File: src/hdl/rcf_pkg.sv
// Package for the record chunk framer: shared constants, the command
// record passed from the front end to the back end, and the CRC-16 byte update.
// No dependencies.
package rcf_pkg;

    // Default sizing of the framer.
    localparam int DEF_RECORD_BYTES = 32;
    localparam int DEF_MAX_PAYLOAD  = 512;
    localparam int CMDQ_DEPTH       = 2;

    // Fixed field widths.
    localparam int MTU_W  = 10;
    localparam int LEN_W  = 11;
    localparam int LEFT_W = 10;
    localparam int SEQ_W  = 16;
    localparam int CRC_W  = 16;

    localparam logic [MTU_W-1:0] MTU_MIN      = MTU_W'(23);
    localparam logic [MTU_W-1:0] MTU_OVERHEAD = MTU_W'(9);
    localparam logic [CRC_W-1:0] CRC_INIT     = 16'hFFFF;
    localparam logic [CRC_W-1:0] CRC_POLY     = 16'h1021;

    // Status codes of a result transaction.
    localparam logic STATUS_OK        = 1'b0;
    localparam logic STATUS_MTU_SMALL = 1'b1;

    // One accepted input byte, already classified by the front end.
    typedef struct packed {
        logic             err;
        logic             open;
        logic             close;
        logic [SEQ_W-1:0] seq;
        logic [LEN_W-1:0] len;
        logic [7:0]       data;
    } cmd_t;

    // One byte through CRC-16/CCITT-FALSE, MSB first.
    function automatic logic [CRC_W-1:0] crc16_byte(input logic [CRC_W-1:0] crc_in,
                                                    input logic [7:0] b);
        logic [CRC_W-1:0] c;
        c = crc_in ^ {b, 8'h00};
        for (int k = 0; k < 8; k++)
        begin
            if (c[CRC_W-1])
            begin
                c = {c[CRC_W-2:0], 1'b0} ^ CRC_POLY;
            end
            else
            begin
                c = {c[CRC_W-2:0], 1'b0};
            end
        end
        return c;
    endfunction

endpackage

File: src/hdl/rcf_cmd_queue.sv
// Short command queue between the framer front end and back end.
// Depends on rcf_pkg for the command record type.
module rcf_cmd_queue
    import rcf_pkg::*;
#(
    parameter int DEPTH = CMDQ_DEPTH
)
(
    input  logic clk,
    input  logic rst_n,
    input  logic wr_en,
    input  cmd_t wr_cmd,
    input  logic rd_en,
    output cmd_t rd_cmd,
    output logic q_full,
    output logic q_empty
);

    localparam int PTR_W = (DEPTH > 1) ? $clog2(DEPTH) : 1;
    localparam int CNT_W = $clog2(DEPTH + 1);
    localparam logic [PTR_W-1:0] PTR_LAST = PTR_W'(DEPTH - 1);
    localparam logic [CNT_W-1:0] CNT_FULL = CNT_W'(DEPTH);

    cmd_t             mem [DEPTH];
    logic [PTR_W-1:0] wr_ptr_reg, wr_ptr_next;
    logic [PTR_W-1:0] rd_ptr_reg, rd_ptr_next;
    logic [CNT_W-1:0] count_reg, count_next;
    logic             do_wr, do_rd;

    assign q_full  = (count_reg == CNT_FULL);
    assign q_empty = (count_reg == '0);
    assign do_wr   = wr_en && !q_full;
    assign do_rd   = rd_en && !q_empty;
    assign rd_cmd  = mem[rd_ptr_reg];

    always_comb
    begin
        wr_ptr_next = wr_ptr_reg;
        rd_ptr_next = rd_ptr_reg;
        count_next  = count_reg;
        if (do_wr)
        begin
            wr_ptr_next = (wr_ptr_reg == PTR_LAST) ? '0 : wr_ptr_reg + 1'b1;
        end
        if (do_rd)
        begin
            rd_ptr_next = (rd_ptr_reg == PTR_LAST) ? '0 : rd_ptr_reg + 1'b1;
        end
        if (do_wr && !do_rd)
        begin
            count_next = count_reg + 1'b1;
        end
        else if (do_rd && !do_wr)
        begin
            count_next = count_reg - 1'b1;
        end
    end

    always_ff @(posedge clk or negedge rst_n)
    begin
        if (!rst_n)
        begin
            wr_ptr_reg <= '0;
            rd_ptr_reg <= '0;
            count_reg  <= '0;
        end
        else
        begin
            wr_ptr_reg <= wr_ptr_next;
            rd_ptr_reg <= rd_ptr_next;
            count_reg  <= count_next;
        end
    end

    always_ff @(posedge clk)
    begin
        if (do_wr)
        begin
            mem[wr_ptr_reg] <= wr_cmd;
        end
    end

endmodule

File: src/hdl/rcf_front.sv
// Front end of the framer: MTU register, chunk limit pipeline, chunk
// bookkeeping and classification of each accepted byte. Depends on rcf_pkg.
module rcf_front
    import rcf_pkg::*;
#(
    parameter int RECORD_BYTES = DEF_RECORD_BYTES,
    parameter int MAX_PAYLOAD  = DEF_MAX_PAYLOAD
)
(
    input  logic             clk,
    input  logic             rst_n,
    input  logic             cfg_valid,
    output logic             cfg_ready,
    input  logic [MTU_W-1:0] att_mtu,
    input  logic             push,
    output logic             full,
    input  logic [7:0]       data_byte,
    input  logic [15:0]      bytes_left,
    input  logic             cmd_full,
    output logic             cmd_push,
    output cmd_t             cmd
);

    // Division by the record size is a multiply by a rounded-up reciprocal.
    localparam int RECIP_SHIFT = 20;
    localparam int RECIP_W     = RECIP_SHIFT + 1;
    localparam int QPROD_W     = MTU_W + RECIP_W;
    localparam int RB_W        = $clog2(RECORD_BYTES + 1);
    localparam int PPROD_W     = MTU_W + RB_W;
    localparam logic [RECIP_W-1:0] RECIP =
        RECIP_W'((2 ** RECIP_SHIFT + RECORD_BYTES - 1) / RECORD_BYTES);
    localparam logic [PPROD_W-1:0] RB_MULT = PPROD_W'(RECORD_BYTES);
    localparam logic [PPROD_W-1:0] PAY_CAP = PPROD_W'(MAX_PAYLOAD);

    logic [MTU_W-1:0]   mtu_reg;
    logic [1:0]         settle_reg;
    logic [MTU_W-1:0]   quot_reg, quot_next;
    logic [LEN_W-1:0]   limit_reg, limit_next;
    logic [LEFT_W-1:0]  chunk_left_reg, chunk_left_next;
    logic [SEQ_W-1:0]   seq_reg, seq_next;

    logic [MTU_W-1:0]   eff_mtu;
    logic [MTU_W-1:0]   budget;
    logic [QPROD_W-1:0] quot_prod;
    logic [PPROD_W-1:0] limit_prod;
    logic               accept;
    logic               opening;
    logic               is_err;
    logic               is_close;
    logic [15:0]        left_eff;
    logic [LEN_W-1:0]   open_len;

    assign cfg_ready = 1'b1;
    assign full      = cmd_full || (settle_reg != 2'd0);
    assign accept    = push && !full;

    // Limit pipeline: floor(budget / RECORD_BYTES), then times RECORD_BYTES, capped.
    always_comb
    begin
        eff_mtu    = (mtu_reg < MTU_MIN) ? MTU_MIN : mtu_reg;
        budget     = eff_mtu - MTU_OVERHEAD;
        quot_prod  = QPROD_W'(budget) * QPROD_W'(RECIP);
        quot_next  = quot_prod[RECIP_SHIFT +: MTU_W];
        limit_prod = PPROD_W'(quot_reg) * RB_MULT;
        limit_next = (limit_prod > PAY_CAP) ? LEN_W'(PAY_CAP) : LEN_W'(limit_prod);
    end

    // Classification of the byte on the input ports.
    always_comb
    begin
        opening  = (chunk_left_reg == '0);
        left_eff = (bytes_left == 16'd0) ? 16'd1 : bytes_left;
        open_len = (left_eff < 16'(limit_reg)) ? LEN_W'(left_eff) : limit_reg;
        is_err   = opening && (limit_reg == '0);
        is_close = opening ? (open_len == LEN_W'(1)) : (chunk_left_reg == LEFT_W'(1));

        cmd.err   = is_err;
        cmd.open  = opening && !is_err;
        cmd.close = is_close && !is_err;
        cmd.seq   = seq_reg;
        cmd.len   = open_len;
        cmd.data  = data_byte;
        cmd_push  = accept;

        chunk_left_next = chunk_left_reg;
        seq_next        = seq_reg;
        if (accept && !is_err)
        begin
            if (opening)
            begin
                chunk_left_next = LEFT_W'(open_len - 1'b1);
            end
            else
            begin
                chunk_left_next = chunk_left_reg - 1'b1;
            end
            if (is_close)
            begin
                seq_next = seq_reg + 1'b1;
            end
        end
    end

    always_ff @(posedge clk or negedge rst_n)
    begin
        if (!rst_n)
        begin
            mtu_reg        <= MTU_MIN;
            settle_reg     <= 2'd2;
            chunk_left_reg <= '0;
            seq_reg        <= '0;
        end
        else
        begin
            chunk_left_reg <= chunk_left_next;
            seq_reg        <= seq_next;
            if (cfg_valid && cfg_ready)
            begin
                mtu_reg    <= att_mtu;
                settle_reg <= 2'd2;
            end
            else if (settle_reg != 2'd0)
            begin
                settle_reg <= settle_reg - 1'b1;
            end
        end
    end

    always_ff @(posedge clk)
    begin
        quot_reg  <= quot_next;
        limit_reg <= limit_next;
    end

endmodule

File: src/hdl/rcf_back.sv
// Back end of the framer: walks each queued command through its header, data and CRC bytes
// or one error result into the output register, one per cycle while pop allows. Depends on rcf_pkg.
module rcf_back
    import rcf_pkg::*;
(
    input  logic       clk,
    input  logic       rst_n,
    input  cmd_t       head,
    input  logic       head_valid,
    output logic       head_pop,
    input  logic       pop,
    output logic       empty,
    output logic [7:0] out_byte,
    output logic       chunk_end,
    output logic       last_of_step,
    output logic       status
);

    typedef enum logic [2:0] {
        PH_ERR,
        PH_HDR0,
        PH_HDR1,
        PH_HDR2,
        PH_HDR3,
        PH_DATA,
        PH_CRC0,
        PH_CRC1
    } phase_t;

    phase_t           phase_reg, phase_next;
    phase_t           cur_phase;
    logic             busy_reg, busy_next;
    logic [CRC_W-1:0] crc_reg, crc_next;
    logic             out_valid_reg, out_valid_next;
    logic [7:0]       byte_reg, byte_next;
    logic             end_reg, end_next;
    logic             last_reg, last_next;
    logic             status_reg, status_next;

    logic             advance;
    logic             fire;
    logic [7:0]       cur_byte;
    logic             cur_last;
    logic             cur_crc_in;
    logic [CRC_W-1:0] crc_base;
    logic [15:0]      len16;

    assign empty        = !out_valid_reg;
    assign out_byte     = byte_reg;
    assign chunk_end    = end_reg;
    assign last_of_step = last_reg;
    assign status       = status_reg;

    assign advance  = !out_valid_reg || pop;
    assign fire     = advance && head_valid;
    assign head_pop = fire && cur_last;

    always_comb
    begin
        len16 = 16'(head.len);
        if (busy_reg)
        begin
            cur_phase = phase_reg;
        end
        else if (head.err)
        begin
            cur_phase = PH_ERR;
        end
        else if (head.open)
        begin
            cur_phase = PH_HDR0;
        end
        else
        begin
            cur_phase = PH_DATA;
        end

        cur_byte   = 8'h00;
        cur_last   = 1'b0;
        cur_crc_in = 1'b0;
        phase_next = phase_reg;
        case (cur_phase)
            PH_ERR:
            begin
                cur_last = 1'b1;
            end
            PH_HDR0:
            begin
                cur_byte   = head.seq[7:0];
                cur_crc_in = 1'b1;
                phase_next = PH_HDR1;
            end
            PH_HDR1:
            begin
                cur_byte   = head.seq[15:8];
                cur_crc_in = 1'b1;
                phase_next = PH_HDR2;
            end
            PH_HDR2:
            begin
                cur_byte   = len16[7:0];
                cur_crc_in = 1'b1;
                phase_next = PH_HDR3;
            end
            PH_HDR3:
            begin
                cur_byte   = len16[15:8];
                cur_crc_in = 1'b1;
                phase_next = PH_DATA;
            end
            PH_DATA:
            begin
                cur_byte   = head.data;
                cur_crc_in = 1'b1;
                cur_last   = !head.close;
                phase_next = PH_CRC0;
            end
            PH_CRC0:
            begin
                cur_byte   = crc_reg[7:0];
                phase_next = PH_CRC1;
            end
            PH_CRC1:
            begin
                cur_byte = crc_reg[15:8];
                cur_last = 1'b1;
            end
            default:
            begin
                cur_last = 1'b1;
            end
        endcase

        // A header starts a fresh CRC.
        crc_base = (cur_phase == PH_HDR0) ? CRC_INIT : crc_reg;
        crc_next = crc_reg;
        if (fire && cur_crc_in)
        begin
            crc_next = crc16_byte(crc_base, cur_byte);
        end

        busy_next      = busy_reg;
        out_valid_next = out_valid_reg;
        byte_next      = byte_reg;
        end_next       = end_reg;
        last_next      = last_reg;
        status_next    = status_reg;
        if (fire)
        begin
            busy_next      = !cur_last;
            out_valid_next = 1'b1;
            byte_next      = cur_byte;
            end_next       = (cur_phase == PH_CRC1);
            last_next      = cur_last;
            status_next    = (cur_phase == PH_ERR) ? STATUS_MTU_SMALL : STATUS_OK;
        end
        else if (pop)
        begin
            out_valid_next = 1'b0;
        end
    end

    always_ff @(posedge clk or negedge rst_n)
    begin
        if (!rst_n)
        begin
            phase_reg     <= PH_DATA;
            busy_reg      <= 1'b0;
            crc_reg       <= CRC_INIT;
            out_valid_reg <= 1'b0;
        end
        else
        begin
            if (fire)
            begin
                phase_reg <= phase_next;
            end
            busy_reg      <= busy_next;
            crc_reg       <= crc_next;
            out_valid_reg <= out_valid_next;
        end
    end

    always_ff @(posedge clk)
    begin
        byte_reg   <= byte_next;
        end_reg    <= end_next;
        last_reg   <= last_next;
        status_reg <= status_next;
    end

endmodule

File: src/hdl/record_chunk_framer_crc16.sv
// Record chunk framer with CRC-16/CCITT-FALSE. Each byte passes through the command queue and
// the output register before its results. Throughput: one byte per cycle inside a chunk while
// results are popped; an opening byte yields 5 results, a closing byte 3 and one that both opens
// and closes 7, spelled out by the one-byte-per-cycle back end. Reset (async, active low): MTU 23,
// sequence 0, no chunk open; full is held after reset and every MTU write while the limit is recomputed.
module record_chunk_framer_crc16
    import rcf_pkg::*;
#(
    parameter int RECORD_BYTES = DEF_RECORD_BYTES,
    parameter int MAX_PAYLOAD  = DEF_MAX_PAYLOAD,
    parameter int QUEUE_DEPTH  = CMDQ_DEPTH
)
(
    input  logic             clk,
    input  logic             rst_n,
    // MTU write channel; always ready.
    input  logic             cfg_valid,
    output logic             cfg_ready,
    input  logic [MTU_W-1:0] att_mtu,
    // Input queue side: a transaction happens when push is high and full is low.
    input  logic             push,
    output logic             full,
    input  logic [7:0]       data_byte,
    input  logic [15:0]      bytes_left,
    // Result queue side: a transaction happens when pop is high and empty is low.
    output logic             empty,
    input  logic             pop,
    output logic [7:0]       out_byte,
    output logic             chunk_end,
    output logic             last_of_step,
    output logic             status
);

    // The front end tracks how many bytes are left in the open chunk and the
    // sequence number, so it can classify every incoming byte in the cycle it
    // arrives: drop with an error, open a chunk, continue or close it. Each
    // classified byte becomes one command in a short queue. The back end pulls
    // commands and spells them out as header, data and CRC bytes, one per cycle while
    // results are popped, keeping the running CRC. The queue lets the front keep taking bytes while
    // the back end is busy with header or CRC bytes.
    cmd_t front_cmd;
    cmd_t head_cmd;
    logic front_push;
    logic q_full;
    logic q_empty;
    logic head_pop;

    rcf_front #(
        .RECORD_BYTES (RECORD_BYTES),
        .MAX_PAYLOAD  (MAX_PAYLOAD)
    ) u_front (
        .clk        (clk),
        .rst_n      (rst_n),
        .cfg_valid  (cfg_valid),
        .cfg_ready  (cfg_ready),
        .att_mtu    (att_mtu),
        .push       (push),
        .full       (full),
        .data_byte  (data_byte),
        .bytes_left (bytes_left),
        .cmd_full   (q_full),
        .cmd_push   (front_push),
        .cmd        (front_cmd)
    );

    rcf_cmd_queue #(
        .DEPTH (QUEUE_DEPTH)
    ) u_queue (
        .clk     (clk),
        .rst_n   (rst_n),
        .wr_en   (front_push),
        .wr_cmd  (front_cmd),
        .rd_en   (head_pop),
        .rd_cmd  (head_cmd),
        .q_full  (q_full),
        .q_empty (q_empty)
    );

    // The back end owns the output register, which decouples the result side
    // from the queue; a waiting result blocks new input transactions only once the queue fills.
    rcf_back u_back (
        .clk          (clk),
        .rst_n        (rst_n),
        .head         (head_cmd),
        .head_valid   (!q_empty),
        .head_pop     (head_pop),
        .pop          (pop),
        .empty        (empty),
        .out_byte     (out_byte),
        .chunk_end    (chunk_end),
        .last_of_step (last_of_step),
        .status       (status)
    );

`ifndef SYNTHESIS
    // An error result stands alone: it closes its step and never ends a chunk.
    assert property (@(posedge clk) disable iff (!rst_n)
        (!empty && status == STATUS_MTU_SMALL) |-> (last_of_step && !chunk_end && out_byte == 8'h00))
    else $error("error result malformed");

    // The final CRC byte of a chunk is always the last result of its step.
    assert property (@(posedge clk) disable iff (!rst_n)
        (!empty && chunk_end) |-> last_of_step)
    else $error("chunk end not last of step");

    // After an MTU write the input side holds off while the limit is recomputed.
    assert property (@(posedge clk) disable iff (!rst_n)
        (cfg_valid && cfg_ready) |=> full)
    else $error("input accepted during limit update");
`endif

endmodule

File: config.mk
export PLATFORM = sky130hd
export DESIGN_NAME = record_chunk_framer_crc16
export DESIGN_NICKNAME = d
export VERILOG_FILES = /design/src/hdl/rcf_pkg.sv /design/src/hdl/rcf_cmd_queue.sv /design/src/hdl/rcf_front.sv /design/src/hdl/rcf_back.sv /design/src/hdl/record_chunk_framer_crc16.sv
export SDC_FILE = /design/constraint.sdc
export NUM_CORES = 1
export LEC_CHECK = 0
export BUFFER_PORTS_ARGS = -buffer_cell sky130_fd_sc_hd__buf_2
export CORE_UTILIZATION = 40
export CTS_BUF_LIST = sky130_fd_sc_hd__clkbuf_2 sky130_fd_sc_hd__clkbuf_4 sky130_fd_sc_hd__clkbuf_8
export CTS_CLUSTER_DIAMETER = 120
export CTS_CLUSTER_SIZE = 25
export DETAILED_ROUTE_END_ITERATION = 10
export PLACE_DENSITY_LB_ADDON = 0.15
export SLEW_MARGIN = 20
export SYNTH_ARGS = -nofsm -noshare
export SYNTH_HDL_FRONTEND = slang
export SYNTH_HIERARCHICAL = 1
export SYNTH_SLANG_ARGS = --single-unit
File: constraint.sdc
create_clock -name clk -period 5.82 [get_ports clk]
set_input_delay 1.164 -clock clk [delete_from_list [all_inputs] [get_ports clk]]
set_output_delay 1.164 -clock clk [all_outputs]
set_load 0.1 [all_outputs]
==> summary.md, run 1 <==
| Metric | Value |
|---|---|
| Number of nets still failing antenna checks after routing | 0 |
| Post-CTS setup buffers | 0 |
| Max cap viols | 0 |
| Tot GR Track Use | 17.9% |
| Fillers | 1840 |
| Placed cell count | 946 |
| Critical Path RT | 6210 ps |
| Post-cts resize count | 0 |
| Clk Latency, worst-skew pair | 460 ps |
| Number of detailed-route iterations in the first pass | 4 |
| Clock buffer depth | 2 |
| Post-Syn Instances | 665 |
| DP Area | 8450 um2 |
| Post-synthesis sequential area ratio | 54.7% |
| Post-Syn Area per Cell | 12.1 um2 |
| Final Instance Area | 8820 um2 |
| Ant diodes | 0 |
| Reg-to-Reg Start | u_front/limit_reg[9] |
| CTS tree | built |
| Fmax | 236 MHz |
| Nets | 750 |
| Core area | 19600 um2 |
| DR WL/cell | 17.5 um |
| Crit. End Element | register |
| Non-Filler Instances | 978 |
| Yosys reg bits | 160 |
| Slew Viols, Final | 0 |
| Row Count | 51 |
| Critical path type | input port to register |
| Post-Syn Nets | 715 |
| 1st-iter DRT viols | 233 |
| Startpoint of the worst setup timing path | bytes_left[15] |
| Measured slew at the worst slew-check pin | 972 ps |
| Die area | 20700 um2 |
| Synth top area share | 32.4% |
| Max reg flops | 76 |
| Die width | 144 um |
| Hold WC Path Type | register to register |
| CTS H-tree depth | 4 |
| Crit share post-route | 72.7% |
| Post-DP HPWL | 12200 um |
| Setup WS pre-CTS | 1150 ps |
| Cell Pwr Density | 521 nW/um2 |
| Vias in the first global route | 5094 |
| EDFF count, synth | 87 |
| Crit path launch type | input port |
| Drt drc | 0 |
| RSZ-0062 raised after global routing | no |
| Clock slew at reported path FFs | 90 ps |
| Rel. slew slack | 35.2% |
| Final Skew | 14.7 ps |
| Final worst slack | 1590 ps |
| Largest net degree at the start of global routing | 45 |
| Hold Vio Cnt, Final | 0 |
| Area growth syn-to-layout | 9.29% |
| First-pass GRT wire length | 27300 um |
| IO Count | 53 |
| Fraction of layout cells with a size suffix above 1 | 27.9% |
| VDD IR max | 221 uV |
| Critical Path Fanout Max | 17 |
| Endpoints failing setup | 0 |
| CTS Hold Bufs | 0 |
| Die Y | 144 um |
| Largest area contributor in the netlist | edfxtp_1 |
| Initial antenna violation count | 0 |
| HP Start | u_front/quot_reg[4] |
| Tmin final | 4230 ps |
| Root Buffer | clkbuf_8 |
| Yosys cell types | 79 |
| Async SR Flop Fraction | 39.4% |
| Status | finished, final reports clean |
| Cell area after synthesis | 8070 um2 |
| Clk sinks | 160 |
| Total CTS buffers | 17 |
| Most frequent cell after synthesis | edfxtp_1 |
| Dominant synthesized flop cell | edfxtp_1 |
| Post-route setup TNS | 0 ps |
| DR vias | 5093 |
| IO Port Bufs | 51 |
| Leakage | 3.51 nW |
| Grt total ovfl | 0 |
| Ys Warns | 6 |
| Routed wire length | 17200 um |
| Most frequent cells after synthesis | 87 x edfxtp_1, 56 x nand2_1, 44 x mux2_2 |
| Vias per cell | 5.21 |
| Main area contributors after synthesis | edfxtp_1 32%, dfrtp_1 12%, dfstp_2 7.5% |
| Final GP Congestion | 0.845 |
| Initial core utilization | 41.2% |
| Crit path DAT | 4620 ps |
[power by group]
| part | switching (mW) | internal (mW) | total, mW |
|---|---|---|---|
| sequential | 0.277 | 1.52 | 1.79 |
| combinational | 1.19 | 0.841 | 2.04 |
| clock | 0.455 | 0.314 | 0.769 |
| total | 1.93 | 2.67 | 4.60 |
[layout by cell type, fill, tap and decap left out, drive strengths merged, types with 10 or more instances in the layout]
| master | n |
|---|---|
| buf | 58 |
| nand3 | 14 |
| nor4 | 10 |
| and3 | 10 |
| dfrtp | 40 |
| nor2 | 39 |
| inv | 33 |
| nor2b | 12 |
| edfxtp | 87 |
| dfxtp | 10 |
| a21oi | 15 |
| clkbuf | 18 |
| nor3 | 18 |
| nand2 | 57 |
| o21ai | 34 |
| mux2 | 55 |
| dfstp | 23 |
| ha | 11 |
| xor2 | 27 |
| xnor2 | 25 |
[logic make-up after synthesis]
family	synth area share, %
adders and majority gates	1.71
DFF	54.7
muxes	10.1
other	0.0931
and+or+nand+nor	13.1
buffers and inverters	4.53
xor gates and xnor gates	6.62
AOI/OAI and AO/OA	9.07
[final timing paths]
check                                       end  slack (ps)  cells after the start
max                         u_front/seq_reg[11]        1590                     14
min                        u_front/limit_reg[9]         410                      0
max reg2reg                 u_front/seq_reg[11]        1940                     15
min reg2reg                u_front/limit_reg[9]         410                      0
max in group asynchronous    u_queue/rd_ptr_reg        4170                      2
min in group asynchronous   u_back/phase_reg[1]         680                      1
[through the flow]
step	power (mW)	utilization (%)	hold WS, ps
final	4.60	45.0	412
after global routing	4.90	45.0	441
after CTS	4.66	45.0	418
after floorplan	3.46	-	414
after global placement	3.83	43.1	407
after detailed placement	3.87	43.1	405
[critical path: stages]
cell and delay, ps:
buf_2 90, or4_4 540, a211o_1 310, a31oi_4 380
buf_4 300, nand2_1 120, inv_1 110, ha_1 180
nand2_1 80, or4_1 400, nor2_1 200, o31ai_4 170
nor4_1 380, xor2_1 170
[cell type report]
type	instances	area (um2)	area share, %
tap	265	332	3.76
inverter	25	93.8	1.06
sequential	160	4420	50.1
multi-input combinational	438	3300	37.5
clock buffer	18	241	2.74
clock inverter	14	121	1.38
timing repair buffer	58	308	3.49
[layer usage]
layer	vias up	part of all wire (%)	track usage, %
met3	19	4.0	4.70
met1	2505	44	22.4
met2	100	50	30.1
met5	-	0	0
met4	0	1.8	6.05
li1	2469	-	-
Power figures use the tool's default switching activity.
==> run 2: changes to the inputs <==
- clock period: 5.82 -> 4.05 ns (I/O delays scaled with it)
==> run 2 against run 1 <==
Compared with the run above: die area unchanged; non-clock buffer count grew 7; largest cell class unchanged; sequential cell count stayed put; combinational power is 49% higher; core utilization rose by 0.67 points; sequential power grew 39%; critical path depth unchanged; clock skew down 4.1 ps; routed wire length is essentially flat; clock power is 74% higher; count of clock-buffer cells in the layout increased by 3; critical endpoint unchanged; register-to-register slack worse by 1200 ps.
==> summary.md, run 2 (synthesis results as in run 1) <==
| Metric | Value |
|---|---|
| Nets | 757 |
| Ant diodes | 0 |
| Fillers | 1823 |
| CTS Hold Bufs | 0 |
| Placed cell count | 953 |
| Rel. slew slack | 33.0% |
| Row Count | 51 |
| Crit path DAT | 3740 ps |
| Final worst hold slack | 233 ps |
| Area growth syn-to-layout | 10.9% |
| Status | finished, final reports clean |
| First-pass GRT wire length | 27600 um |
| Critical Path Fanout Max | 14 |
| Die Y | 144 um |
| RSZ-0062 raised after global routing | no |
| Post-cts resize count | 0 |
| Initial core utilization | 41.2% |
| Post-DP HPWL | 12100 um |
| Routed wire length | 17100 um |
| Most frequent cells in the layout | 87 x edfxtp_1, 56 x nand2_1, 51 x buf_2 |
| Total CTS buffers | 17 |
| Number of nets still failing antenna checks after routing | 0 |
| Cell Pwr Density | 766 nW/um2 |
| Max reg flops | 76 |
| CP max stage delay | 550 ps |
| Final Instance Area | 8950 um2 |
| Critical path type | input port to register |
| Post-route setup TNS | 0 ps |
| Die area | 20700 um2 |
| Drt drc | 0 |
| Multi-input logic area | 3300 um2 |
| Clk sinks | 160 |
| Vias in the first global route | 5151 |
| Fraction of layout cells with a size suffix above 1 | 28.3% |
| Crit path launch type | input port |
| Number of detailed-route iterations in the first pass | 4 |
| Clock buffer depth | 2 |
| DR WL/cell | 17.4 um |
| Max cap viols | 0 |
| Fmax | 297 MHz |
| Most used cell, CP | nand2_1 |
| Hold WC Path Type | input port to asynchronous set/reset pin |
| Slowest-stage cell, CP | or4_4 |
| CP Cell Sequence | buf_2, or4_4, a211o_1, a31oi_4, nand2_1, inv_1, ha_1, nand2_1, or4_1, nor2_1, o31ai_2, buf_4, nor4_1, xor2_1 |
| Vias per cell | 5.18 |
| Clk Latency, worst-skew pair | 450 ps |
| Commonest non-fill, non-tap cell in the layout | edfxtp_1 |
| Seq. cell area | 4420 um2 |
| 1st-iter DRT viols | 224 |
| Critical Path RT | 4430 ps |
| CTS H-tree depth | 4 |
| DR vias | 5101 |
| Final GP Congestion | 0.847 |
| Leakage | 3.58 nW |
| Tmin final | 3360 ps |
| IO Count | 53 |
| Hold Vio Cnt, Final | 0 |
| Reg-to-Reg Start | u_front/limit_reg[9] |
| Largest net degree at the start of global routing | 39 |
| Slew Viols, Final | 0 |
| Crit share post-route | 83.1% |
| IO Port Bufs | 51 |
| Core area | 19600 um2 |
| Measured slew at the worst slew-check pin | 1000 ps |
| Clock slew at reported path FFs | 80 ps |
| Grt total ovfl | 0 |
| Endpoints failing setup | 0 |
| Final Skew | 10.6 ps |
| Root Buffer | clkbuf_8 |
| Post-CTS setup buffers | 0 |
| Non-Filler Instances | 985 |
| Tot GR Track Use | 17.9% |
| Die width | 144 um |
| Startpoint of the worst setup timing path | bytes_left[15] |
| VDD IR max | 348 uV |
| DP Area | 8500 um2 |
| Initial antenna violation count | 0 |
| CTS tree | built |
| Final Util | 45.7% |
| Crit. End Element | register |
run 2: cell count changes in the layout (fill, tap and decap cells not counted), moves of 2 or more:
| cell | before | now |
|---|---|---|
| buf_4 | 7 | 14 |
| bufinv_16 | 0 | 5 |
| clkbuf_4 | 1 | 4 |
| clkinv_1 | 0 | 2 |
| clkinv_4 | 5 | 0 |
| inv_4 | 2 | 0 |
| inv_6 | 4 | 1 |
| inv_8 | 2 | 0 |
run 2: routing by layer:
metal / part of all wire (%) / global-route usage (%) / vias to the layer above
li1: - / - / 2485
met1: 46 / 22.9 / 2499
met2: 49 / 29.6 / 99
met3: 3.5 / 3.94 / 18
met4: 1.6 / 6.38 / 0
met5: 0 / 0 / -
run 2: layout make-up:
class | instances | area share [%]
Clock buffer | 21 | 2.95
Inverter | 25 | 1.05
Multi-Input combinational cell | 438 | 36.8
Sequential cell | 160 | 49.4
Tap cell | 265 | 3.70
Clock inverter | 11 | 2.08
Timing Repair Buffer | 65 | 4.03
run 2: per-stage QoR:
step,setup slack (ps),power [mW]
after global placement,279,5.52
final,686,6.85
after global routing,426,7.29
after floorplan,33.8,4.97
after CTS,703,6.93
after detailed placement,216,5.57
run 2: critical path: cells and delay by family:
kind,cells,cell delay (ps)
compound gates,3,560
xor+xnor,1,160
fa+ha+maj,1,180
buf+inv,3,410
simple gates,6,1610
run 2: worst paths after layout:
path                       depth (start not counted)                    to  slack (ps)
setup / recovery                                  14   u_front/seq_reg[11]         690
hold / removal                                     1   u_front/seq_reg[12]         230
setup reg to reg                                  15   u_front/seq_reg[11]         730
hold reg to reg                                    0  u_front/limit_reg[9]         410
max in group asynchronous                          2    u_back/crc_reg[11]        3080
min in group clk                                   0  u_front/limit_reg[9]         410
run 2: where the power goes:
| group | leakage (nW) | total (mW) | switching [mW] | internal (mW) |
|---|---|---|---|---|
| registers | 1.66 | 2.48 | 0.304 | 2.18 |
| clock network | 0.223 | 1.34 | 0.578 | 0.758 |
| logic | 1.70 | 3.04 | 1.81 | 1.23 |
